<file path="src/bbsd_pkg.sv">
// Shared types and constants of the balanced base slot decoder.
`timescale 1ns / 1ps
`default_nettype none

package bbsd_pkg;

  localparam int unsigned MAX_COEFFS  = 4096;
  localparam int unsigned COEFF_W     = 64;
  localparam int unsigned POS_W       = 12;
  localparam int unsigned SLOT_W      = 13;
  localparam int unsigned BASE_W      = 31;
  localparam int unsigned CFG_IDX_W   = 2;
  localparam int unsigned CFG_DATA_W  = 64;
  localparam int unsigned IN_DATA_W   = 80;
  localparam int unsigned QUEUE_DEPTH = 2;

  // Indexes of the configuration registers.
  typedef enum logic [CFG_IDX_W-1:0] {
    REG_SLOT_LEN      = 2'd0,
    REG_DIGIT_BASE    = 2'd1,
    REG_MODULUS       = 2'd2,
    REG_NARROW_RESULT = 2'd3
  } cfg_reg_t;

  // One classified coefficient on its way from the front to the back.
  typedef struct packed {
    logic               first;
    logic               last;
    logic               top;
    logic               neg;
    logic               bad;
    logic [COEFF_W-1:0] mag;
  } bbsd_item_t;

endpackage

`default_nettype wire

</file>
<file path="src/bbsd_front.sv">
// Front part: accepts coefficients, finds slot tops and classifies the digit.
`timescale 1ns / 1ps
`default_nettype none

module bbsd_front #(
  parameter int unsigned MAX_COEFFS = bbsd_pkg::MAX_COEFFS
) (
  input  wire logic                                 clk,
  input  wire logic                                 rst,
  input  wire logic                                 s_axis_tvalid,
  output logic                                      s_axis_tready,
  // coefficient residue [63:0], coefficient index [75:64], zero fill [79:76]
  input  wire logic [bbsd_pkg::IN_DATA_W-1:0]       s_axis_tdata,
  // first_coeff
  input  wire logic                                 s_axis_tuser,
  input  wire logic                                 s_axis_tlast,
  input  wire logic [bbsd_pkg::SLOT_W-1:0]          slot_len,
  input  wire logic [bbsd_pkg::COEFF_W-1:0]         modulus,
  output logic                                      q_push,
  output bbsd_pkg::bbsd_item_t                      q_item,
  input  wire logic                                 q_full
);

  typedef enum logic [1:0] {
    F_IDLE = 2'b01,
    F_WORK = 2'b10
  } fstate_t;

  fstate_t                          state;
  logic [bbsd_pkg::COEFF_W-1:0]     coeff;
  logic [bbsd_pkg::POS_W-1:0]       pos;
  logic                             first;
  logic                             last;
  logic [bbsd_pkg::SLOT_W-1:0]      rem_hi;

  logic [bbsd_pkg::SLOT_W-1:0]      ss_eff;
  logic [bbsd_pkg::SLOT_W-1:0]      rem_hi_next;
  logic [bbsd_pkg::SLOT_W-1:0]      rem;
  logic [bbsd_pkg::COEFF_W-1:0]     smear;
  logic [bbsd_pkg::COEFF_W-1:0]     mag;
  logic                             neg;
  logic                             bad;

  // Six restoring remainder steps, one dividend bit each, most significant first.
  function automatic logic [bbsd_pkg::SLOT_W-1:0] div_steps(
    input logic [bbsd_pkg::SLOT_W-1:0] r_in,
    input logic [5:0]                  bits,
    input logic [bbsd_pkg::SLOT_W-1:0] d
  );
    logic [bbsd_pkg::SLOT_W:0]   t;
    logic [bbsd_pkg::SLOT_W-1:0] r;
    r = r_in;
    for (int i = 5; i >= 0; i--) begin
      t = {r, bits[i]};
      if (t >= {1'b0, d}) begin
        t = t - {1'b0, d};
      end
      r = t[bbsd_pkg::SLOT_W-1:0];
    end
    return r;
  endfunction

  assign ss_eff        = (slot_len == '0) ? bbsd_pkg::SLOT_W'(1) : slot_len;
  assign rem_hi_next   = div_steps('0, s_axis_tdata[75:70], ss_eff);
  assign rem           = div_steps(rem_hi, pos[5:0], ss_eff);
  assign s_axis_tready = (state == F_IDLE);
  assign q_push        = (state == F_WORK) && !q_full;

  always_comb begin
    smear = modulus;
    smear = smear | (smear >> 1);
    smear = smear | (smear >> 2);
    smear = smear | (smear >> 4);
    smear = smear | (smear >> 8);
    smear = smear | (smear >> 16);
    smear = smear | (smear >> 32);
    neg = {coeff, 1'b0} >= {1'b0, modulus};
    mag = neg ? (modulus - coeff) : coeff;
    bad = (modulus == '0)
        || ({20'b0, pos} >= 32'(MAX_COEFFS))
        || ((coeff & ~smear) != '0)
        || (neg && (coeff > modulus))
        || mag[bbsd_pkg::COEFF_W-1];
    q_item.first = first;
    q_item.last  = last;
    q_item.top   = (rem == (ss_eff - bbsd_pkg::SLOT_W'(1)));
    q_item.neg   = neg;
    q_item.bad   = bad;
    q_item.mag   = mag;
  end

  always_ff @(posedge clk) begin
    if (rst) begin
      state <= F_IDLE;
    end else begin
      unique case (state)
        F_IDLE: begin
          if (s_axis_tvalid) begin
            state <= F_WORK;
          end
        end
        F_WORK: begin
          if (!q_full) begin
            state <= F_IDLE;
          end
        end
        default: begin
          state <= F_IDLE;
        end
      endcase
    end
  end

  always_ff @(posedge clk) begin
    if (s_axis_tvalid && s_axis_tready) begin
      coeff  <= s_axis_tdata[63:0];
      pos    <= s_axis_tdata[75:64];
      first  <= s_axis_tuser;
      last   <= s_axis_tlast;
      rem_hi <= rem_hi_next;
    end
  end

endmodule

`default_nettype wire

</file>
<file path="config.mk">
export PLATFORM = sky130hd
export DESIGN_NAME = bbsd_front
export DESIGN_NICKNAME = d
export VERILOG_FILES = /design/src/bbsd_pkg.sv /design/src/bbsd_front.sv
export SDC_FILE = /design/constraint.sdc
export NUM_CORES = 1
export LEC_CHECK = 0
export BUFFER_PORTS_ARGS = -buffer_cell sky130_fd_sc_hd__buf_4
export CAP_MARGIN = 20
export CELL_PAD_IN_SITES_DETAIL_PLACEMENT = 1
export CELL_PAD_IN_SITES_GLOBAL_PLACEMENT = 1
export CORE_MARGIN = 3
export CORE_UTILIZATION = 35
export CTS_CLUSTER_DIAMETER = 120
export DETAILED_ROUTE_END_ITERATION = 10
export MAX_ROUTING_LAYER = met4
export PLACE_DENSITY = 0.68
export SYNTH_ARGS = -nofsm -noshare
export SYNTH_HDL_FRONTEND = slang
export SYNTH_SLANG_ARGS = --single-unit
</file>
<file path="constraint.sdc">
create_clock -name clk -period 29.2 [get_ports clk]
set_input_delay 4.38 -clock clk [delete_from_list [all_inputs] [get_ports clk]]
set_output_delay 4.38 -clock clk [all_outputs]
set_load 0.01 [all_outputs]
</file>
# After elaboration in Yosys (flattened, before gate mapping)
# Cells that the tools add are included.
# classes
addsub	14
n_lt_le_gt_ge	14
eq_ne	5
mux	17
bitwise_logic	8
n_reduce_logical	11
# ops
operator	count
13-bit two-way mux	13
14-bit by 13-bit >= comparator with 1-bit output	11
13-bit subtractor	11
65-bit by 64-bit >= comparator with 1-bit output	1
64-bit AND	1
64-bit > comparator	1
64-bit zero test	1
64-bit two-way mux	1
64-bit inverter	1
64-bit by 32-bit OR with 64-bit output	1
64-bit by 48-bit OR with 64-bit output	1
64-bit by 56-bit OR with 64-bit output	1
64-bit by 60-bit OR with 64-bit output	1
64-bit by 62-bit OR with 64-bit output	1
64-bit by 63-bit OR with 64-bit output	1
64-bit nonzero test	1
64-bit subtractor	1
13-bit equality test	1
1-bit by 13-bit >= comparator with 1-bit output	1
13-bit zero test	1
1-bit by 13-bit subtractor with 13-bit output	1
13-bit by 1-bit subtractor with 13-bit output, second input constant	1
2-bit two-way mux	2
2-bit inequality test, second input constant	2
other kinds (7)	11
# totals
register_bits	87
in_bits	163
output_inout_bits	71
elab_cells	75

# Depth between registers and ports, before layout
# logic_depth
word_depth	15
depth_mapped	78
depth_no_buf	72

# Worst setup path after synthesis
# No wires, ideal clock.
# synth_timing
kind	input to output
from	input port slot_len[1] (netlist bit)
to	output port q_item[66] (netlist bit)
t_arrival_ps	20093
required_ps	24820
setup_slack_ps	4727
cell_stages	68
path_buffers	6
path_cell_list	inv_1 > and4_1 > clkbuf_2 > or2_2 > ha_1 > fa_1 > and2b_1 > o2111ai_1 > and3_1 > o21a_4 > buf_12 > clkbuf_1 > nor2_1 > a21oi_1 > fa_1 > nand2b_1 > a211o_1 > a21o_1 > (+32 left out) > nor2_1 > nand3_2 > a311o_2 > ha_1 > a21o_1 > a21oi_1 > o21ai_0 > a21oi_1 > o21ai_0 > a21oi_1 > o21ai_0 > a211oi_1 > o21bai_1 > o311ai_0 > a21oi_1 > a211oi_1 > nand4_1 > nor4_2
# synth_lines
element	line	source
start, declared	bbsd_front.sv:17	input wire logic [bbsd_pkg::SLOT_W-1:0] slot_len,
end, declared	bbsd_front.sv:20	output bbsd_pkg::bbsd_item_t q_item,

==> flow_metrics.env <==
export IMPL_status="finished clean"
export IMPL_area_delta_synth_final_pct=15.5
export IMPL_worstSkewPairLatency_ps=400
export IMPL_detailroute_wirelength_met2_um=31400
export IMPL_postRouteAntennaNets=0
export IMPL_cp_start_kind="input pin"
export IMPL_timing_critical_path_to="q_item[66]"
export IMPL_synth_cell_area_um2=17900
export IMPL_max_slew_worst_pin_slew_ps=1010
export IMPL_hold_buffers=0
export IMPL_critical_path_top_cell_by_count="sky130_fd_sc_hd__a21oi_1"
export IMPL_final_max_slew_violation_count=0
export IMPL_h_tree_depth=3
export IMPL_drt_first_iter_violations=690
export IMPL_detail_route_wirelength_um=64900
export IMPL_critical_path_required_ps=24820
export IMPL_detailedPlacementHpwl_um=53700
export IMPL_finalWeightedCongestion=0.892
export IMPL_track_usage_pct=24.3
export IMPL_dr_total_vias=17944
export IMPL_synth_top_family_by_area="compound AO/OA/AOI/OAI gates"
export IMPL_num_nets_final=2954
export IMPL_synth_compound_area_share_pct=26.2
export IMPL_antenna_found_initial=3
export IMPL_hold_worst_slack_ps=522
export IMPL_number_of_clock_sinks=87
export IMPL_worst_setup_path_end_kind="output pin"
export IMPL_dieArea_um2=53800
export IMPL_fin_crit_ps=27610
export IMPL_drt_vias_per_instance=5.64
export IMPL_cts_inserted_buffers=9
export IMPL_grt_pass1_wl_um=101000
export IMPL_worst_r2r_setup_slack_ps=27000
export IMPL_cp_buffers_inverters=3
export IMPL_post_cts_setup_buffers=0
export IMPL_via_count_of_the_first_global_routing_pass=18727
export IMPL_post_synth_fa_ha_maj_area_fraction_pct=20.5
export IMPL_clock_tree_from_tritoncts="yes"
export IMPL_worst_ep_arrival_time_ps=23230
export IMPL_fp_row_count=82
export IMPL_met3_length_um=2050
export IMPL_reg2reg_from="state[0]"
export IMPL_synthesis_area_per_instance_um2=7.78
export IMPL_hold_class="reg -> reg"
export IMPL_routedLengthMet1_um=29100
export IMPL_clock_tree_buffer_depth=2
export IMPL_most_instantiated_flip_flop_cell_in_the_synthesis_netlist="sky130_fd_sc_hd__edfxtp_1"
export IMPL_crit_path_top_delay_cell="sky130_fd_sc_hd__nor4_1"
export IMPL_synth_xor_xnor_area_share_pct=7.90
export IMPL_placeableCoreArea_um2=50300
export IMPL_timing_max_slew_rel_slack_pct=32.8
export IMPL_gr_total_overflow=0
export IMPL_remaining_drc_errors=0
export IMPL_routed_wire_length_per_instance_um=20.4
export IMPL_netlist_cell_type_count=102
export IMPL_worstSetupStartpoint="slot_len[2]"
export IMPL_timing_critical_path_depth=65
export IMPL_synth_yosys_seq_area_share_pct=14.5
export IMPL_final_setup_skew_ps=11.8
export IMPL_synth_warnings=0
export IMPL_io_buffers=229
export IMPL_floorplan_die_height_um=232
export IMPL_path_class="in -> out"
export IMPL_fin_setup_tns_ps=0
export IMPL_finalHoldViolations=0
export IMPL_synth_cells=2294
export IMPL_final_min_period_over_clock_period_pct=94.6
export IMPL_critPathMaxStageDelay_ps=570
export IMPL_timing_final_setup_violations=0
export IMPL_post_route_cells_drive_above_1_share_pct=14.5
export IMPL_ctsRootBufferMaster="sky130_fd_sc_hd__clkbuf_16"
export IMPL_mappedNetlistNets=2743
export IMPL_die_width_um=232
export IMPL_synth_edf_count=85
export IMPL_drt_pass1_iterations=5
export IMPL_synthSimpleGateAreaFrac_pct=19.5
export IMPL_postSynth_asyncResetShare_pct=0
export IMPL_unrepaired_setup_endpoints_after_global_routing="no"
export IMPL_path_clk_slew_ps=70
export IMPL_floorplan_io_pins=234
export IMPL_largest_net_degree_at_the_start_of_global_routing=91
export IMPL_critical_path_peak_fanout=21
export IMPL_r2r_end="coeff[47]"
export IMPL_multiplexer_share_of_the_synthesized_area_pct=4.93
export IMPL_final_cell_mix="sky130_fd_sc_hd__ha_1 (274), sky130_fd_sc_hd__buf_4 (246), sky130_fd_sc_hd__inv_1 (242)"
export IMPL_critical_path_top_delay_family="compound AO/OA/AOI/OAI gates"
export IMPL_layout_commonest_cell="sky130_fd_sc_hd__ha_1"
export IMPL_top_signal_layer_used="met4"
export IMPL_max_clock_freq_mhz=36.2
export IMPL_max_cap_viol_count=0
export IMPL_ys_seq_elements=87
export IMPL_r2r_worst_path_cells=4
export IMPL_post_cts_resize_count=0
export IMPL_initial_core_util_pct=35.5
-- through the flow --
stage	area [um2]	utilization, %	std cells	setup slack [ps]
5_1_grt	20600	41.0	3184	219
3_3_place_gp	20300	40.4	3166	2390
3_5_place_dp	20300	40.4	3166	1850
2_1_floorplan	17900	-	2294	4730
4_1_cts	20600	41.0	3181	1730
6_report	20600	41.0	3184	1590
-- tightest hold or removal path, delay by kind of cell (launching register included) --
kind	cells	cell delay (ps)
compound gates	1	80
simple gates	1	80
flops	1	320
-- how the worst min path moves through the flow --
stage / startpoint / endpoint / slack (ps) / cells past startpoint
finish: state[1] / state[1] / 520 / 2
detailed placement: state[1] / state[1] / 510 / 2
floorplan: state[1] / state[1] / 480 / 2
CTS: state[1] / state[1] / 520 / 2
global route: state[1] / state[1] / 570 / 2
global placement: state[1] / state[1] / 500 / 2
-- routing by layer --
layer,up-vias,global-route usage (%)
met5,-,-
met1,8682,29.6
met2,302,41.8
li1,8851,-
met4,0,9.24
met3,109,2.05
-- sequential cells by signal (all words and copies together), names as in the netlist --
| register | flops |
|---|---|
| last | 1 |
| first | 1 |
| state | 2 |
| pos | 6 |
| coeff | 64 |
| rem_hi | 13 |
-- layout make-up --
class	instances	area, um2
antenna	3	7.51
clock buffer	9	225
clock inverter	6	68.8
fill	6208	29600
inverter	243	915
multi-input combinational	1918	14100
sequential	87	2590
tap	672	841
timing repair buffer	246	1850
-- synthesized netlist by cell type, drive strengths merged, types with 11 or more instances --
master,instances,area (um2)
nand4,61,382
nor2,129,487
a31oi,25,156
a21oi,207,1060
or2,17,106
or3,18,113
clkbuf,26,98.8
fa,12,240
edfxtp,85,2550
mux2i,34,340
inv,243,912
o21a,31,240
buf,20,134
xnor2,106,928
and3,42,263
nor2b,49,307
nor4,16,128
xor2,55,482
a211oi,17,150
nand2,171,642
nand3,43,233
nor3,55,292
a21o,83,623
o21ai,188,941
o21bai,17,131
a21boi,14,105
ha,274,3430
nand2b,37,231
o2111ai,11,109
o211ai,18,145
o31ai,19,143
mux2,48,541
-- logic make-up after synthesis --
group           count (synthesis)
xor+xnor                      161
mux                            82
flops                          87
fa+ha+maj                     286
buf+inv                       289
simple gates                  674
compound gates                715
Power is not shown: default switching activity piles up to over one toggle a cycle in this logic, so the estimate is an artifact.
