===== config.mk =====
export PLATFORM = sky130hd
export DESIGN_NAME = bbsd_back
export DESIGN_NICKNAME = d
export VERILOG_FILES = /design/src/bbsd_pkg.sv /design/src/bbsd_back.sv
export SDC_FILE = /design/constraint.sdc
export NUM_CORES = 2
export LEC_CHECK = 0
export BUFFER_PORTS_ARGS = -buffer_cell sky130_fd_sc_hd__buf_4
export CAP_MARGIN = 20
export CORE_AREA = 3 3 348 350
export DETAILED_ROUTE_END_ITERATION = 10
export DIE_AREA = 0 0 351 353
export HOLD_SLACK_MARGIN = 0.12
export PLACE_DENSITY = 0.78
export REMOVE_ABC_BUFFERS = 1
export SLEW_MARGIN = 5
export SYNTH_ARGS = -nofsm -noshare
export SYNTH_HDL_FRONTEND = slang
export SYNTH_SLANG_ARGS = --single-unit

===== constraint.sdc =====
create_clock -name clk -period 9.4 [get_ports clk]
set_clock_uncertainty 0.05 [all_clocks]
set_input_delay 1.88 -clock clk [delete_from_list [all_inputs] [get_ports clk]]
set_output_delay 1.88 -clock clk [all_outputs]
set_load 0.05 [all_outputs]

===== src/bbsd_pkg.sv =====
// Shared types and constants of the balanced base slot decoder.
`timescale 1ns / 1ps
`default_nettype none

package bbsd_pkg;

  localparam int unsigned MAX_COEFFS  = 4096;
  localparam int unsigned COEFF_W     = 64;
  localparam int unsigned POS_W       = 12;
  localparam int unsigned SLOT_W      = 13;
  localparam int unsigned BASE_W      = 31;
  localparam int unsigned CFG_IDX_W   = 2;
  localparam int unsigned CFG_DATA_W  = 64;
  localparam int unsigned IN_DATA_W   = 80;
  localparam int unsigned QUEUE_DEPTH = 2;

  // Indexes of the configuration registers.
  typedef enum logic [CFG_IDX_W-1:0] {
    REG_SLOT_LEN      = 2'd0,
    REG_DIGIT_BASE    = 2'd1,
    REG_MODULUS       = 2'd2,
    REG_NARROW_RESULT = 2'd3
  } cfg_reg_t;

  // One classified coefficient on its way from the front to the back.
  typedef struct packed {
    logic               first;
    logic               last;
    logic               top;
    logic               neg;
    logic               bad;
    logic [COEFF_W-1:0] mag;
  } bbsd_item_t;

endpackage

`default_nettype wire


===== src/bbsd_back.sv =====
// Back part: multiply-accumulate of the digits, error tracking and result register.
`timescale 1ns / 1ps
`default_nettype none

module bbsd_back (
  input  wire logic                           clk,
  input  wire logic                           rst,
  input  wire logic                           q_valid,
  input  bbsd_pkg::bbsd_item_t                q_item,
  output logic                                q_pop,
  input  wire logic [bbsd_pkg::BASE_W-1:0]    digit_base,
  input  wire logic                           narrow_result,
  output logic                                m_axis_tvalid,
  input  wire logic                           m_axis_tready,
  // decoded_value [63:0]
  output logic [bbsd_pkg::COEFF_W-1:0]        m_axis_tdata,
  // decode_error
  output logic                                m_axis_tuser
);

  typedef enum logic [4:0] {
    B_IDLE = 5'b00001,
    B_MUL  = 5'b00010,
    B_COMB = 5'b00100,
    B_ADD  = 5'b01000,
    B_EMIT = 5'b10000
  } bstate_t;

  localparam int unsigned W = bbsd_pkg::COEFF_W;

  bstate_t        state;
  logic [W-1:0]   acc;
  logic           err_seen;
  logic [W-1:0]   next_val;
  logic [62:0]    p_lo;
  logic [31:0]    p_hi;
  logic           cur_last;
  logic           cur_top;
  logic           cur_neg;
  logic [W-1:0]   cur_mag;

  logic           skip;
  logic [W-1:0]   sum;
  logic           flip;
  logic           ovf;
  logic           narrow_bad;
  logic           out_err;
  logic           emit_fire;

  assign q_pop     = (state == B_IDLE) && q_valid;
  assign emit_fire = (state == B_EMIT) && (!m_axis_tvalid || m_axis_tready);

  always_comb begin
    skip       = q_item.bad || (err_seen && !q_item.first);
    sum        = cur_neg ? (next_val - cur_mag) : (next_val + cur_mag);
    flip       = cur_top && (next_val[W-1] != acc[W-1]);
    ovf        = (next_val[W-1] == cur_neg) && (sum[W-1] != next_val[W-1]);
    narrow_bad = narrow_result && !((&acc[W-1:31]) || !(|acc[W-1:31]));
    out_err    = err_seen || narrow_bad;
  end

  always_ff @(posedge clk) begin
    if (rst) begin
      state         <= B_IDLE;
      acc           <= '0;
      err_seen      <= 1'b0;
      m_axis_tvalid <= 1'b0;
    end else begin
      if (emit_fire) begin
        m_axis_tvalid <= 1'b1;
      end else if (m_axis_tready) begin
        m_axis_tvalid <= 1'b0;
      end
      unique case (state)
        B_IDLE: begin
          if (q_valid) begin
            if (q_item.first) begin
              acc <= '0;
            end
            err_seen <= skip;
            if (skip) begin
              state <= q_item.last ? B_EMIT : B_IDLE;
            end else begin
              state <= q_item.top ? B_MUL : B_ADD;
            end
          end
        end
        B_MUL: begin
          state <= B_COMB;
        end
        B_COMB: begin
          state <= B_ADD;
        end
        B_ADD: begin
          if (flip || ovf) begin
            err_seen <= 1'b1;
          end else begin
            acc <= sum;
          end
          state <= cur_last ? B_EMIT : B_IDLE;
        end
        B_EMIT: begin
          if (emit_fire) begin
            state <= B_IDLE;
          end
        end
        default: begin
          state <= B_IDLE;
        end
      endcase
    end
  end

  always_ff @(posedge clk) begin
    if (q_pop) begin
      cur_last <= q_item.last;
      cur_top  <= q_item.top;
      cur_neg  <= q_item.neg;
      cur_mag  <= q_item.mag;
      next_val <= q_item.first ? '0 : acc;
    end
    if (state == B_MUL) begin
      p_lo <= {31'b0, acc[31:0]} * {32'b0, digit_base};
      p_hi <= acc[W-1:32] * {1'b0, digit_base};
    end
    if (state == B_COMB) begin
      next_val <= {1'b0, p_lo} + {p_hi, 32'b0};
    end
    if (emit_fire) begin
      m_axis_tdata <= out_err ? '0 : acc;
      m_axis_tuser <= out_err;
    end
  end

endmodule

`default_nettype wire


# Word-level counts from Yosys, hierarchy flattened
# Index checks and enable logic that the tools add are counted.
# W data, S select, Z words.
[op_classes]
n_addsub = 3
multipliers = 2
div = 0
n_lt_le_gt_ge = 0
eq_ne = 12
n_shift = 0
muxes = 19
bitwise = 0
n_reduce_logical = 23
[op_table]
columns = ["op", "n"]
rows = [
  ["$mux W64", 6],
  ["$pmux W64 S2", 1],
  ["$add A63 B64 Y64", 1],
  ["$add A64 B64 Y64", 1],
  ["$sub A64 B64 Y64", 1],
  ["$mul A32 B31 Y63", 1],
  ["$reduce_and A33 Y1", 1],
  ["$reduce_or A33 Y1", 1],
  ["$mul A32 B31 Y32", 1],
  ["$mux W5", 5],
  ["$pmux W5 S5", 1],
  ["$ne A2 B2 Y1 const B", 4],
  ["$logic_and A1 B1 Y1", 6],
  ["$reduce_and A3 Y1", 2],
  ["$reduce_bool A2 Y1", 3],
  ["$eq A5 B1 Y1 const B", 1],
  ["$eq A5 B2 Y1 const B", 1],
  ["$eq A5 B3 Y1 const B", 1],
  ["$eq A5 B4 Y1 const B", 1],
  ["$eq A5 B5 Y1 const B", 1],
  ["$logic_or A1 B1 Y1", 5],
  ["$logic_not A1 Y1", 4],
  ["$mux W1", 4],
  ["$mux W4", 1],
  ["other kinds (4)", 5],
]
[totals]
regBits = 362
latch_bits = 0
ramBits = 0
romBits = 0
in_bits = 105
output_inout_bits = 67
elab_cells = 72
mem_count = 0

# Longest topological paths before layout
[logic_depth]
depth_word = 7
mapped_depth = 33
mapped_depth_nobuf = 31

# Worst setup path after synthesis
# Ideal clock, no wire load.
[synth_path]
kind = "input -> register"
start = "input port digit_base[9] (netlist bit)"
end = "register p_lo[62] (data pin)"
setup_time_ns = 0.260
t_arrival_ns = 9.260
required_ns = 9.090
path_slack_ns = -0.169
stages = 30
path_buffers = 2
path_cell_list = "clkbuf_1 clkbuf_1 nand2_1 fa_1 inv_1 fa_1 fa_1 inv_1 fa_1 inv_1 fa_1 inv_1 fa_1 inv_1 fa_1 fa_1 ha_1 a21o_1 a21oi_1 o21bai_1 a2111oi_0 o21ai_0 a22oi_1 o311ai_0 a21oi_1 o21ai_0 a41o_1 a31o_2 a21oi_1 xnor2_1"
[synth_between]
elab_chain_len = 1
[synth_lines]
columns = ["item", "line_no", "text"]
rows = [
  ["start: declaration", "bbsd_back.sv:11", "input wire logic [bbsd_pkg::BASE_W-1:0] digit_base,"],
  ["$mul A32 B31 Y63", "bbsd_back.sv:123", "p_lo <= {31'b0, acc[31:0]} * {32'b0, digit_base};"],
  ["end signal: assignment", "bbsd_back.sv:123", ""],
  ["end: declaration", "bbsd_back.sv:35", "logic [62:0] p_lo;"],
]
# Every way passes these cells.
# A chain may end at the register's enable or synchronous reset.

# Worst setup path after layout
[layout_path]
start = "input port digit_base[4] (netlist bit)"
end = "register p_lo[61] (data pin)"
# The elaborated chain is that of the path after synthesis.

==> key figures <==
Logic synthesis
  – Mapped Cells: ~7000
  – Yosys top cell area share: 38.66%
  – Post-synth cell types: 85
  – Synth area leaders: fa_1 (39%), edfxtp_1 (13%), ha_1 (8.9%)
  – Largest area contributor in the netlist: fa_1
  – Post-Syn Area: between 60000 and 70000 um2
  – Most numerous cell in the Yosys netlist: inv_1
  – Ys async rst share: 0%
  – Main synth FF type: edfxtp_1
  – Seq/Total Area, Yosys: approximately 15%
  – Synth Register Bits: about 360
  – Most frequent cells after synthesis: inv_1 (1350), fa_1 (1277), nand2_1 (1059)
  – Post-synth EDFFs: just under 300
  – Synth warn: 0
  – Syn_area_per_cell: 9.369 um2

STA
  – Final Hold Vio Count: 0
  – Crit path time final: ~9 ns
  – Final Setup Violations: 0
  – Ratio of final minimum period to clock period: 98.29%
  – Total Neg Setup Slack: 0 ns
  – Worst slew pin tran: roughly 1.2 ns
  – Pins Over Slew Limit: 0
  – RSZ-0062 raised after global routing: true
  – Final Worst Setup Slack: roughly 0.16 ns
  – Achievable Freq: around 110 MHz
  – Slew margin rel.: 22.59%

Critical path
  – Reg2reg setup slack: a little over 0.8 ns
  – Crit-path max cell delay: around 0.55 ns
  – Worst setup endpoint: p_lo[61]
  – Req. time, crit path: 9.67 ns
  – Critical path class: in -> reg
  – CP endpoint kind: register
  – Most used cell, CP: fa_1
  – CP Launch Type: input port
  – CP Max Fanout: 6
  – Worst reg2reg path depth: 32
  – Reg2reg start: acc[12]
  – Critical Path AT: 9.51 ns
  – Capturing point of the worst reg2reg path: p_lo[61]
  – Worst Setup SP: digit_base[4]
  – Critical Path Slowest Stage Cell: fa_1

Power
  – Power Dens Cells: 70.62 nW/um2
  – Pint: around 3.3 mW
  – P_leak: approximately 35 nW
  – Net Sw Frac: 34.37%
  – Register share of total power: 37.5%
  – Clk pwr share: approximately a third
  – VDD IR-drop max: approximately 0.00013 V
  – Switching power: roughly 1.7 mW
  – Comb pwr share: between 30% and 40%

Drt
  – DR vias/cell: between 5 and 6
  – 1st-iter DRT viols: between 4000 and 5000
  – Drt wl/cell: between 20 and 25 um
  – Vias: a little over 50000
  – DRT Pass-1 Iters: 8
  – DRC: 0
  – Total routed wirelength: 188500 um
  – Final antenna-violating net count: 0

Clock network
  – Root buffer cell: clkbuf_16
  – Max clock buf depth: 3
  – Post-cts resize count: 0
  – Clock transition at path regs: roughly 0.070 ns
  – H-tree depth: 2
  – CTS buffer count: 36
  – Number of post-CTS setup repair buffers: 0
  – CTS hold repair buffers: 0
  – CTS tree: done
  – Num Clock Sinks: between 300 and 400
  – Clk_lat worst skew: a little under 0.6 ns

Place
  – DPL Wire Length: approximately 150000 um
  – Placer Congestion: between 0.9 and 1
  – Placed Cells: between 8000 and 9000
  – Worst slack, placed: -0.4864 ns
  – Count of buffers from port buffering: around 170
  – Placed Area: 69840 um2

Global route
  – Grt ovf: 0
  – Initial antenna violation count: 7
  – First-pass GRT wire length: between 300000 and 400000 um
  – GRT Total Usage: 31.35%
  – Vias in the first global route: roughly 55000
  – Largest net degree at the start of global routing: between 70 and 80

Die
  – Die W: 351 um
  – FP Rows: approximately 130
  – Initial Utilization: 56.01%
  – Core Box Area: approximately 120000 um2
  – Ports: roughly 170
  – Chip Height: between 300 and 400 um
  – Die footprint: around 120000 um2

Cells and area
  – Fin cells: approximately 8700
  – Fraction of layout cells with a size suffix above 1: under 10%
  – Design Area, Final: ~70000 um2
  – Final core occ: between 60 and 70%
  – Final nets: 8981
  – Area grow syn2layout: 7.727%

Worst hold path
  – Hold WC Path Type: reg -> reg

Outcome
  – Status: finished, final reports clean

Run
  – Max-Cap Viols: 0
-- layout make-up --
| type | count | area [um2] |
|---|---|---|
| clock inverter | 19 | 266.5 |
| antenna | 3 | 7.507 |
| sequential | 362 | 10160 |
| timing repair buffer | 432 | 3363 |
| fill | 9578 | 46840 |
| clock buffer | 47 | 1015 |
| multi-input combinational | 4946 | 49440 |
| tap | 1536 | 1922 |
| inverter | 1350 | 5070 |
-- kinds of logic after synthesis --
| kind of cell | after synthesis | synth area share, % |
|---|---|---|
| adders and majority gates | 1748 | 47.57 |
| DFF | 362 | 15.36 |
| muxes | 1 | 0.01514 |
| xor gates and xnor gates | 288 | 3.842 |
| buffers and inverters | 1751 | 10.01 |
| AOI/OAI and AO/OA | 663 | 6.523 |
| and+or+nand+nor | 2246 | 16.68 |
-- worst max-delay path, delay by kind of cell --
| kind | cells | cell delay, ns |
|---|---|---|
| AOI/OAI and AO/OA | 8 | 1.71 |
| xor gates and xnor gates | 1 | 0.08 |
| adders and majority gates | 9 | 4.24 |
| buffers and inverters | 9 | 0.94 |
| and+or+nand+nor | 5 | 0.64 |
-- cells in the final DEF, fill, tap and decap left out, types with 29 or more instances in the layout --
master	Yosys	layout
inv_1	1350	1347
fa_1	1277	1277
nand2_1	1059	1057
and2_1	709	709
ha_1	471	471
buf_4	1	418
edfxtp_1	291	291
xnor2_1	228	228
a21oi_1	220	219
nor2_1	128	127
o21ai_0	121	118
nand3_1	100	100
a21o_1	91	91
dfxtp_1	71	68
xor2_1	59	59
a22o_1	55	55
nor3_1	49	49
clkbuf_16	0	38
nand2b_1	29	29
nand4_1	29	29
-- sequential cells by signal, indices dropped and copies added (netlist names) --
register,cells
acc,64
cur_last,1
cur_mag,64
cur_neg,1
cur_top,1
err_seen,1
m_axis_tdata,64
m_axis_tuser,1
m_axis_tvalid,1
next_val,64
p_hi,32
p_lo,63
state,5
-- per-layer routing --
layer / up-vias / GRT usage, % / part of all wire [%]
li1: 21710 / - / -
met1: 25550 / 42.65 / 39
met2: 2845 / 49.58 / 46
met3: 492 / 7.043 / 11
met4: 8 / 11.00 / 4.1
met5: - / 0 / 0.027
-- how the worst min path moves through the flow --
stage / slack, ns / to / depth (start not counted) / start
finish: 0.46 / next_val[0] / 2 / p_lo[0]
global route: 0.47 / next_val[12] / 2 / p_lo[12]
CTS: 0.46 / next_val[19] / 2 / p_lo[19]
detailed placement: 0.45 / next_val[19] / 2 / p_lo[19]
global placement: 0.44 / next_val[0] / 2 / p_lo[0]
floorplan: 0.41 / err_seen / 2 / err_seen
-- power by group through the flow --
stage                     Sequential (mW)  Combinational (mW)  Clock [mW]
final                                1.89                1.54        1.60
after detailed placement             1.92                1.48           0
after CTS                            1.88                1.50        1.62
after global placement               1.92                1.46           0
after global routing                 1.89                1.67        1.66
after floorplan                      1.90               0.948           0
-- through the flow --
step	hold slack [ns]	power, mW
6_report	0.4589	5.031
5_1_grt	0.4681	5.230
4_1_cts	0.4597	5.008
3_5_place_dp	0.4466	3.403
3_3_place_gp	0.4374	3.380
2_1_floorplan	0.4101	2.850
(Power assumes the default switching activity.)
