**config.mk**
```make
export PLATFORM = sky130hd
export DESIGN_NAME = bbsd_queue
export DESIGN_NICKNAME = d
export VERILOG_FILES = /design/src/bbsd_pkg.sv /design/src/bbsd_queue.sv
export SDC_FILE = /design/constraint.sdc
export NUM_CORES = 1
export LEC_CHECK = 0
export ABC_AREA = 1
export BUFFER_PORTS_ARGS = -buffer_cell sky130_fd_sc_hd__buf_4
export CAP_MARGIN = 20
export CORE_ASPECT_RATIO = 0.8
export CORE_UTILIZATION = 33
export DETAILED_ROUTE_END_ITERATION = 8
export PLACE_DENSITY = 0.51
export SLEW_MARGIN = 30
export SYNTH_ARGS = -nofsm -noshare
export SYNTH_HDL_FRONTEND = slang
export SYNTH_SLANG_ARGS = --single-unit
```
**constraint.sdc**
```tcl
create_clock -name clk -period 5.3 [get_ports clk]
set_input_delay 1.06 -clock clk [delete_from_list [all_inputs] [get_ports clk]]
set_output_delay 1.06 -clock clk [all_outputs]
set_load 0.005 [all_outputs]
```
**src/bbsd_pkg.sv**
```systemverilog
// Shared types and constants of the balanced base slot decoder.
`timescale 1ns / 1ps
`default_nettype none

package bbsd_pkg;

  localparam int unsigned MAX_COEFFS  = 4096;
  localparam int unsigned COEFF_W     = 64;
  localparam int unsigned POS_W       = 12;
  localparam int unsigned SLOT_W      = 13;
  localparam int unsigned BASE_W      = 31;
  localparam int unsigned CFG_IDX_W   = 2;
  localparam int unsigned CFG_DATA_W  = 64;
  localparam int unsigned IN_DATA_W   = 80;
  localparam int unsigned QUEUE_DEPTH = 2;

  // Indexes of the configuration registers.
  typedef enum logic [CFG_IDX_W-1:0] {
    REG_SLOT_LEN      = 2'd0,
    REG_DIGIT_BASE    = 2'd1,
    REG_MODULUS       = 2'd2,
    REG_NARROW_RESULT = 2'd3
  } cfg_reg_t;

  // One classified coefficient on its way from the front to the back.
  typedef struct packed {
    logic               first;
    logic               last;
    logic               top;
    logic               neg;
    logic               bad;
    logic [COEFF_W-1:0] mag;
  } bbsd_item_t;

endpackage

`default_nettype wire

```
**src/bbsd_queue.sv**
```systemverilog
// Short queue of classified items between the front and the back parts.
`timescale 1ns / 1ps
`default_nettype none

module bbsd_queue (
  input  wire logic                 clk,
  input  wire logic                 rst,
  input  wire logic                 push,
  input  bbsd_pkg::bbsd_item_t      push_item,
  output logic                      full,
  input  wire logic                 pop,
  output bbsd_pkg::bbsd_item_t      pop_item,
  output logic                      valid
);

  localparam int unsigned DEPTH = bbsd_pkg::QUEUE_DEPTH;
  localparam int unsigned PTR_W = (DEPTH > 1) ? $clog2(DEPTH) : 1;
  localparam int unsigned CNT_W = $clog2(DEPTH + 1);

  bbsd_pkg::bbsd_item_t entries [DEPTH];
  logic [PTR_W-1:0]     wr_ptr;
  logic [PTR_W-1:0]     rd_ptr;
  logic [CNT_W-1:0]     count;

  function automatic logic [PTR_W-1:0] ptr_inc(input logic [PTR_W-1:0] p);
    return (p == PTR_W'(DEPTH - 1)) ? '0 : p + PTR_W'(1);
  endfunction

  assign full     = (count == CNT_W'(DEPTH));
  assign valid    = (count != '0);
  assign pop_item = entries[rd_ptr];

  always_ff @(posedge clk) begin
    if (rst) begin
      wr_ptr <= '0;
      rd_ptr <= '0;
      count  <= '0;
    end else begin
      if (push && !full) begin
        wr_ptr <= ptr_inc(wr_ptr);
      end
      if (pop && valid) begin
        rd_ptr <= ptr_inc(rd_ptr);
      end
      if ((push && !full) && !(pop && valid)) begin
        count <= count + CNT_W'(1);
      end else if (!(push && !full) && (pop && valid)) begin
        count <= count - CNT_W'(1);
      end
    end
  end

  always_ff @(posedge clk) begin
    if (push && !full) begin
      entries[wr_ptr] <= push_item;
    end
  end

endmodule

`default_nettype wire

```
# Word-level counts from Yosys, hierarchy flattened

Memories as Yosys holds them, arrays and structs flattened. A register that Yosys moved wholly into a read port is not among the register bits.
Index checks and enable logic that the tools add are counted.

Output and inout bits: 71
Flip-flop bits (word level): 4
Bits of input ports: 73
Memory bits (writable): 138
Memories: 1

Multiplexer cells: 8
Add/subtract/negate cells: 4
Reductions and logical operators: 9
Eq/ne operators: 1

Memories:

| memory  | words | bits a word | read ports | clocked after Yosys merged registers in | write ports | RTL line         | RTL |
|---|---|---|---|---|---|---|---|
| entries | 2     | 69          | 1          | 1                                       | 1           | bbsd_queue.sv:20 | `bbsd_pkg::bbsd_item_t entries [DEPTH];` |

Operator list:

| cell                | count |
|---|---|
| $mux 1              | 6 |
| $logic_and 1x1->1   | 4 |
| $mux 2              | 2 |
| $reduce_bool 2->1   | 2 |
| $logic_not 1->1     | 3 |
| $add 1x1->1 const B | 2 |
| $add 2x1->2 const B | 1 |
| $eq 2x2->1 const B  | 1 |
| $sub 2x1->2 const B | 1 |

# Depth between registers and ports, before layout

Gate-level depths: netlist (run 1).

Depth after elaboration: 7
Mapped depth: 10
Mapped depth without buffers: 10

# Worst setup path after synthesis (run 1)

OpenSTA, ideal clock, no wires.

Path type: input-to-reg
Start: in push
End: mem entries[0][0] (netlist name), enable pin
Buffers on the path: 0
Path slack: 0.705 ns
Setup time: 0.497 ns
Data arrival time: 4.098 ns
Stages on the path: 2
Path through: o21ai_0 -> nor2_1

Longest elaborated chain between the ends: 3

RTL lines:

| item                         | RTL line         | RTL |
|---|---|---|
| from (decl)                  | bbsd_queue.sv:8  | `input wire logic push,` |
| $logic_and 1x1->1            | bbsd_queue.sv:54 | `if (push && !full) begin` |
| $mux 1                       | bbsd_queue.sv:54 |  |
| $mux 1 (implied by the code) | bbsd_queue.sv:55 | `entries[wr_ptr] <= push_item;` |
| to (decl)                    | bbsd_queue.sv:20 |  |

No other way between the ends.

==> key figures, run 1 <==
Status
  • Status: finished clean

Clocking
  • Total CTS buffers: 17
  • # Post-CTS Setup Buffers: 0
  • Worst-skew pair later-pin latency: 0.41 ns
  • CTS tree: done
  • Post-CTS Hold Fix Bufs: 0
  • Clk sinks: 143
  • Htree depth: 4
  • CTS Root Cell: clkbuf_16
  • CTS resizes: 0
  • Clock buffer depth: 2
  • Reg clk slew, reported paths: 0.06 ns

Synth
  • Synth warnings: 0
  • Net Count, Synth: 326
  • Syn Inst Count: 252
  • Netlist cell types: 15
  • Post-Syn Area per Cell: ~21 um2
  • Synthesized area: 5261 um2
  • Post-synthesis sequential area ratio: just over 80%
  • FF+latch count, synth: 143

Die
  • Row count: 40
  • Chip width: 143.2 um
  • Core footprint: 15310 um2
  • Initial Util: 34.35%
  • Num ports: around 140
  • Die height: 114.9 um
  • Die area: 16460 um2

STA
  • Final slew viol count: 0
  • Maximum clock rate: 0.3340 GHz
  • Number of setup violations in the final report: 0
  • Least-Margin Pin Slew: 0.8656 ns
  • Final setup TNS: 0 ns
  • Worst rel slew slack: a little over two fifths
  • Post-route minimum period: approximately 3 ns
  • Final Cycle Share: 56.49%
  • Worst path setup slack after routing: ~2.3 ns
  • Hold slack: 0.5077 ns
  • Final hold vios: 0
  • Worst clock skew: between 0.005 and 0.006 ns
  • Unrepaired setup endpoints after global routing: no

Critical path
  • WS Path Type: register to primary output
  • Slowest CP cell: dfxtp_4
  • CP endpoint kind: primary output
  • Worst-path maximum fanout: 30
  • Setup slack, reg-to-reg: slightly above 3 ns
  • Crit-path cells: buf_12 > buf_12 > mux2_2 > buf_4
  • CP required: 4.24 ns
  • WP data arrival: 1.93 ns
  • Critical Path Most Common Cell: buf_12
  • Largest delay contributor family on the critical path: buffers and inverters
  • Startpoint types: register
  • Crit-path max cell delay: 0.51 ns
  • CP bufs+invs: 3

Global route
  • Global-route wire length before repair: between 15000 and 20000 um
  • Antenna violations before repair: 1
  • GRT overflow: 0
  • Number of global-route vias before repair: 2850
  • Gr usage total: 13.14%
  • Largest net degree at the start of global routing: 39

Route
  • DRT Pass-1 Iters: 4
  • Via count: 2753
  • Total Wirelength: 10150 um
  • DR WL/cell: roughly 16 um
  • DRC: 0
  • Via density: ~4.3
  • ANT nets after route: 0
  • Drt initial violations: 117

Layout
  • Layout cell share with drive strength beyond 1: 58.35%
  • Filler cell count: 1364
  • Final net count: 486
  • Area grow syn2layout: 36.19%
  • N_diodes: 0

Power
  • Sw Ratio: around 25%
  • Gate power share: 23.1%
  • Total Power: 3294 uW
  • Sequential share of power: 44.9%
  • Pwr dens: 459.6 nW/um2
  • Max IR drop VDD: 0.3127 mV
  • Clock power frac: 32.0%
  • Sw power: just over 800 uW
  • Leak pwr: roughly 0.0027 uW
  • P_int: 2486 uW

Place
  • # port buffers: 143
  • Pre-CTS setup slack: ~2.3 ns
  • Routability cong.: 0.7256
  • Post-DP HPWL: 6815 um

Flow run
  • Max cap viols: 0

Worst hold path
  • Tightest Hold Check Type: register to register
layer usage:
layer | GRT usage [%] | share of wire [%] | vias to the layer above
met5 | 0 | 0.12 | -
met4 | 5.806 | 1.3 | 2
met3 | 7.164 | 9.6 | 12
met2 | 18.02 | 43 | 94
met1 | 16.99 | 46 | 1347
li1 | - | - | 1298
tightest hold or removal path: stages (launching register included):
cell     delay [ns]
dfxtp_1        0.33
a21oi_1        0.05
nor2_1         0.09
synth_stat cells:
cell	number	share of area [%]
edfxtp_1	138	79
mux2_2	59	13
mux2_4	10	2.9
inv_1	8	0.57
nor2_1	8	0.57
nand2_1	7	0.50
buf_2	5	0.48
dfxtp_1	5	1.9
o21ai_0	3	0.29
a21oi_1	2	0.19
buf_6	2	0.43
nand3_1	2	0.19
buf_8	1	0.29
ha_1	1	0.24
nand4_1	1	0.12
power groups by stage:
stage               combinational, uW  clock (uW)  sequential (uW)
floorplan                         396           0             1490
global placement                  698           0             1550
detailed placement                778           0             1510
CTS                               782        1090             1480
global route                      834        1130             1500
finish                            761        1050             1480
cells by family after synthesis:
group	after synthesis	share of synthesized area, %
and+or+nand+nor	18	1.380
buffers and inverters	16	1.760
DFF	143	80.67
adders and majority gates	1	0.2378
AOI/OAI and AO/OA	5	0.4755
muxes	69	15.48
path summary, 6_finish.rpt:
| path | depth (start not counted) | to | start |
|---|---|---|---|
| worst min register to register | 2 | rd_ptr$_SDFFE_PP0P_ | rd_ptr$_SDFFE_PP0P_ |
| worst max-delay path | 4 | pop_item[12] | register |
| worst max register to register | 4 | entries[1][8]$_DFFE_PP_ | count[1]$_SDFFE_PP0P_ |
| worst min-delay path | 2 | rd_ptr$_SDFFE_PP0P_ | rd_ptr$_SDFFE_PP0P_ |
sequential cells by signal, indices dropped and copies added (netlist names), named ones only:
signal and flops:
count 2, wr_ptr 1, rd_ptr 1, entries 138
placed cells by master (no fill, tap or decap):
| cell | netlist | final |
|---|---|---|
| mux2_2 | 59 | 59 |
| o21ai_0 | 3 | 3 |
| nand2_1 | 7 | 7 |
| buf_4 | 0 | 146 |
| a21oi_1 | 2 | 2 |
| dfxtp_1 | 5 | 4 |
| buf_12 | 0 | 3 |
| clkinv_2 | 0 | 5 |
| nand3_1 | 2 | 2 |
| clkinvlp_4 | 0 | 4 |
| clkbuf_16 | 0 | 17 |
| clkinv_1 | 0 | 5 |
| nand4_1 | 1 | 1 |
| mux2_4 | 10 | 10 |
| nor2_4 | 0 | 2 |
| bufinv_16 | 0 | 1 |
| dfxtp_4 | 0 | 1 |
| edfxtp_1 | 138 | 138 |
| ha_1 | 1 | 1 |
| inv_1 | 8 | 8 |
| nor2_1 | 8 | 6 |
through the flow:
stage               area, um2  util (%)  std cells
global route             7166     46.79        635
detailed placement       6636     43.33        603
finish                   7166     46.79        635
floorplan                5261         -        252
global placement         6576     42.94        600
CTS                      7166     46.79        635
final cells by class:
class | count | area [um2] | share of cell area [%]
clock inverter | 15 | 103.9 | 1.449
tap | 210 | 262.8 | 3.667
inverter | 8 | 30.03 | 0.4191
clock buffer | 17 | 425.4 | 5.937
timing repair buffer | 149 | 1156 | 16.13
multi-input combinational | 93 | 939.7 | 13.11
sequential | 143 | 4248 | 59.28
(Power assumes the default switching activity.)
==> inputs of run 2 (changes only) <==
ABC_AREA = 0   (was 1)
PLACE_DENSITY = 0.53   (was 0.51)
clock period = 2.5 ns   (was 5.3 ns; I/O delays follow)
==> run 2 against run 1 <==
  * Clock power increased by 130%
  * Sequential share of layout area decreased by 0.11 points
  * Die area decreased by 0.44%
  * Total power increased by 120%
  * Core utilization increased by 0.24 points
  * Sequential power increased by 110%
  * Synthesized cell count decreased by 4.8%
  * Final area increased by 0.19%
  * Register-to-register slack got worse by 2.3 ns
==> key figures, run 2 <==
STA
  • Number of setup violations in the final report: 0 (unchanged)
  • Unrepaired setup endpoints after global routing: no
  • Final slew viol count: 0 (unchanged)
  • Final hold vios: 0 (unchanged)
  • Final Cycle Share: around 86%
  • Final setup TNS: 0 ns (unchanged)
  • Post-route minimum period: 2.156 ns
  • Least-Margin Pin Slew: 0.4787 ns (-0.3870 ns)
  • Maximum clock rate: 0.4639 GHz
  • Worst clock skew: 0.008655 ns (+0.003148 ns)
  • Worst rel slew slack: 68.09% (+26 points)
  • Hold slack: 0.2729 ns (-0.2348 ns)

Synth
  • Cell with the most instances after synthesis: edfxtp_1
  • Share of flip-flops with an asynchronous set or reset: 0% (unchanged)
  • Syn Inst Count: 240 (-4.8%)
  • Netlist cell types: 16 (+1)
  • Top cells by count, synth: 138 x edfxtp_1, 59 x mux2_2, 10 x mux2_4
  • Post-Syn Area per Cell: 21.82 um2 (+4.5%)
  • Synth warnings: 0 (unchanged)
  • Post-synthesis sequential area ratio: 81.03% (+0.37 points)
  • FF+latch count, synth: 143 (unchanged)
  • Post-synth EDFFs: 138 (unchanged)
  • Most used DFF post-synth: edfxtp_1
  • Post-synth top area cell: edfxtp_1
  • Net Count, Synth: 314 (-3.7%)
  • Area contributors post-synth: edfxtp_1 79%, mux2_2 13%, mux2_4 2.9%
  • Area share of the largest cell type after synthesis: 79.12% (+0.36 points)
  • Synthesized area: 5238 um2 (-0.45%)

Clocking
  • Total CTS buffers: 17 (unchanged)
  • Clk sinks: 143 (unchanged)
  • CTS tree: done
  • Post-CTS Hold Fix Bufs: 0 (unchanged)
  • Reg clk slew, reported paths: 0.06 ns (about the same)
  • CTS resizes: 0 (unchanged)
  • Htree depth: 4 (unchanged)
  • Clock buffer depth: 2 (unchanged)
  • CTS Root Cell: clkbuf_16
  • # Post-CTS Setup Buffers: 0 (unchanged)
  • Worst-skew pair later-pin latency: 0.41 ns (about the same)

Route
  • Total Wirelength: 9750 um (-4.0%)
  • DRT Pass-1 Iters: 4 (unchanged)
  • Drt initial violations: 106 (-9.4%)
  • DR WL/cell: 15.68 um (-2.0%)
  • ANT nets after route: 0 (unchanged)
  • DRC: 0 (unchanged)
  • Via count: 2689 (-2.3%)
  • Via density: 4.323 (-0.28%)

Layout
  • N_diodes: 0 (unchanged)
  • Area grow syn2layout: 37.08%
  • Most frequent cells in the layout: 145 x buf_4, 138 x edfxtp_1, 59 x mux2_2, 17 x clkbuf_16, 10 x mux2_4
  • Layout cell share with drive strength beyond 1: 60.44% (+2.1 points)
  • Top flop regs: entries x138, count x2
  • Final net count: 473 (-2.7%)
  • Max reg flops: 138 (unchanged)
  • Biggest register: entries
  • Most common cell after layout, fill and taps aside: buf_4

Place
  • Routability cong.: 0.6998 (-3.6%)
  • # port buffers: 143 (unchanged)
  • Post-DP HPWL: 6262 um (-8.1%)

Critical path
  • CP endpoint kind: primary output
  • CP required: 2.00 ns (-2.24 ns)
  • Startpoint types: register
  • WS Path Type: register to primary output
  • Worst-path maximum fanout: 28 (-6.7%)
  • WP data arrival: 1.66 ns (-0.27 ns)

Die
  • Num ports: 144 (unchanged)
  • Core footprint: 15260 um2 (-0.33%)
  • Chip width: 142.9 um (-0.22%)
  • Die height: 114.7 um (-0.22%)
  • Row count: 40 (unchanged)
  • Die area: 16380 um2 (-0.44%)
  • Initial Util: 34.31% (-0.043 points)

Power
  • Pwr dens: 1019 nW/um2 (+120%)
  • Max IR drop VDD: 0.4743 mV (+52%)
  • Leak pwr: 0.002669 uW (-0.71%)

Global route
  • Largest net degree at the start of global routing: 67 (+72%)
  • GRT overflow: 0 (unchanged)
  • Antenna violations before repair: 0 (-1)
  • Number of global-route vias before repair: 2860 (+0.35%)
  • Gr usage total: 12.86% (-0.28 points)
  • Global-route wire length before repair: 15080 um (-1.0%)

Flow run
  • Max cap viols: 0 (unchanged)

Status
  • Status: finished clean

Worst hold path
  • Tightest Hold Check Type: input pin to register
## run 2: cell count changes in the layout (fill, tap and decap cells not counted), moves of 2 or more
cell / delta
bufinv_16: +2
clkbuf_1: +2
clkinv_1: -2
clkinv_2: -2
inv_1: -7
nand2_1: -7
nand3_1: -2
nor2_1: -2
nor2_4: -2
or3_1: +2
xor2_1: +3
## run 2: power breakdown
group	switching, uW	leakage, uW	internal (uW)
logic	760	0.00107	1020
clock network	893	0.000271	1550
registers	80.4	0.00133	3020
## run 2: final timing paths
check                             start                        to  slack (ns)  cells after the start
setup / recovery               register              pop_item[22]        0.34                      3
hold / removal            push_item[39]  entries[0][39]$_DFFE_PP_        0.27                      1
setup reg to reg  count[0]$_SDFFE_PP0P_   entries[0][1]$_DFFE_PP_        0.73                      4
hold reg to reg     wr_ptr$_SDFFE_PP0N_       wr_ptr$_SDFFE_PP0N_        0.49                      2
## run 2: stage by stage
step	setup WS [ns]	area [um2]	std cells	utilization [%]	power, uW
after floorplan	0.3960	5243	240	-	4068
after global placement	0.5978	6600	590	43.24	4953
after detailed placement	0.5847	6600	590	43.24	4968
after CTS	0.2909	7179	622	47.03	7446
after global routing	0.2422	7179	622	47.03	7706
final	0.3442	7179	622	47.03	7317
## run 2: logic make-up after synthesis
logic type      synth area share (%)
simple gates                  0.9317
buf+inv                        1.266
xor+xnor                      0.5018
compound gates                0.4777
mux                            15.55
fa+ha+maj                     0.2389
flops                          81.03
## run 2: worst max-delay path, cell delays in order, from the launching register on
cell,delay (ns)
dfxtp_4,0.35
buf_4,0.35
mux2_2,0.40
buf_4,0.14
## run 2: cell type report
type / instances / area, um2
clock buffers: 19 / 432.9
clock inverters: 13 / 146.4
fillers: 1319 / 8085
inverters: 2 / 11.26
multi-input cells: 87 / 929.6
flip-flops and latches: 143 / 4248
well taps: 210 / 262.8
repair buffers: 148 / 1149
## run 2: per-layer routing
metal	GRT usage [%]	part of all wire [%]	wire, um
met3	6.399	9.5	924
met1	15.63	44	4250
met2	19.18	46	4438
met4	5.806	1.4	137
met5	0	0	0
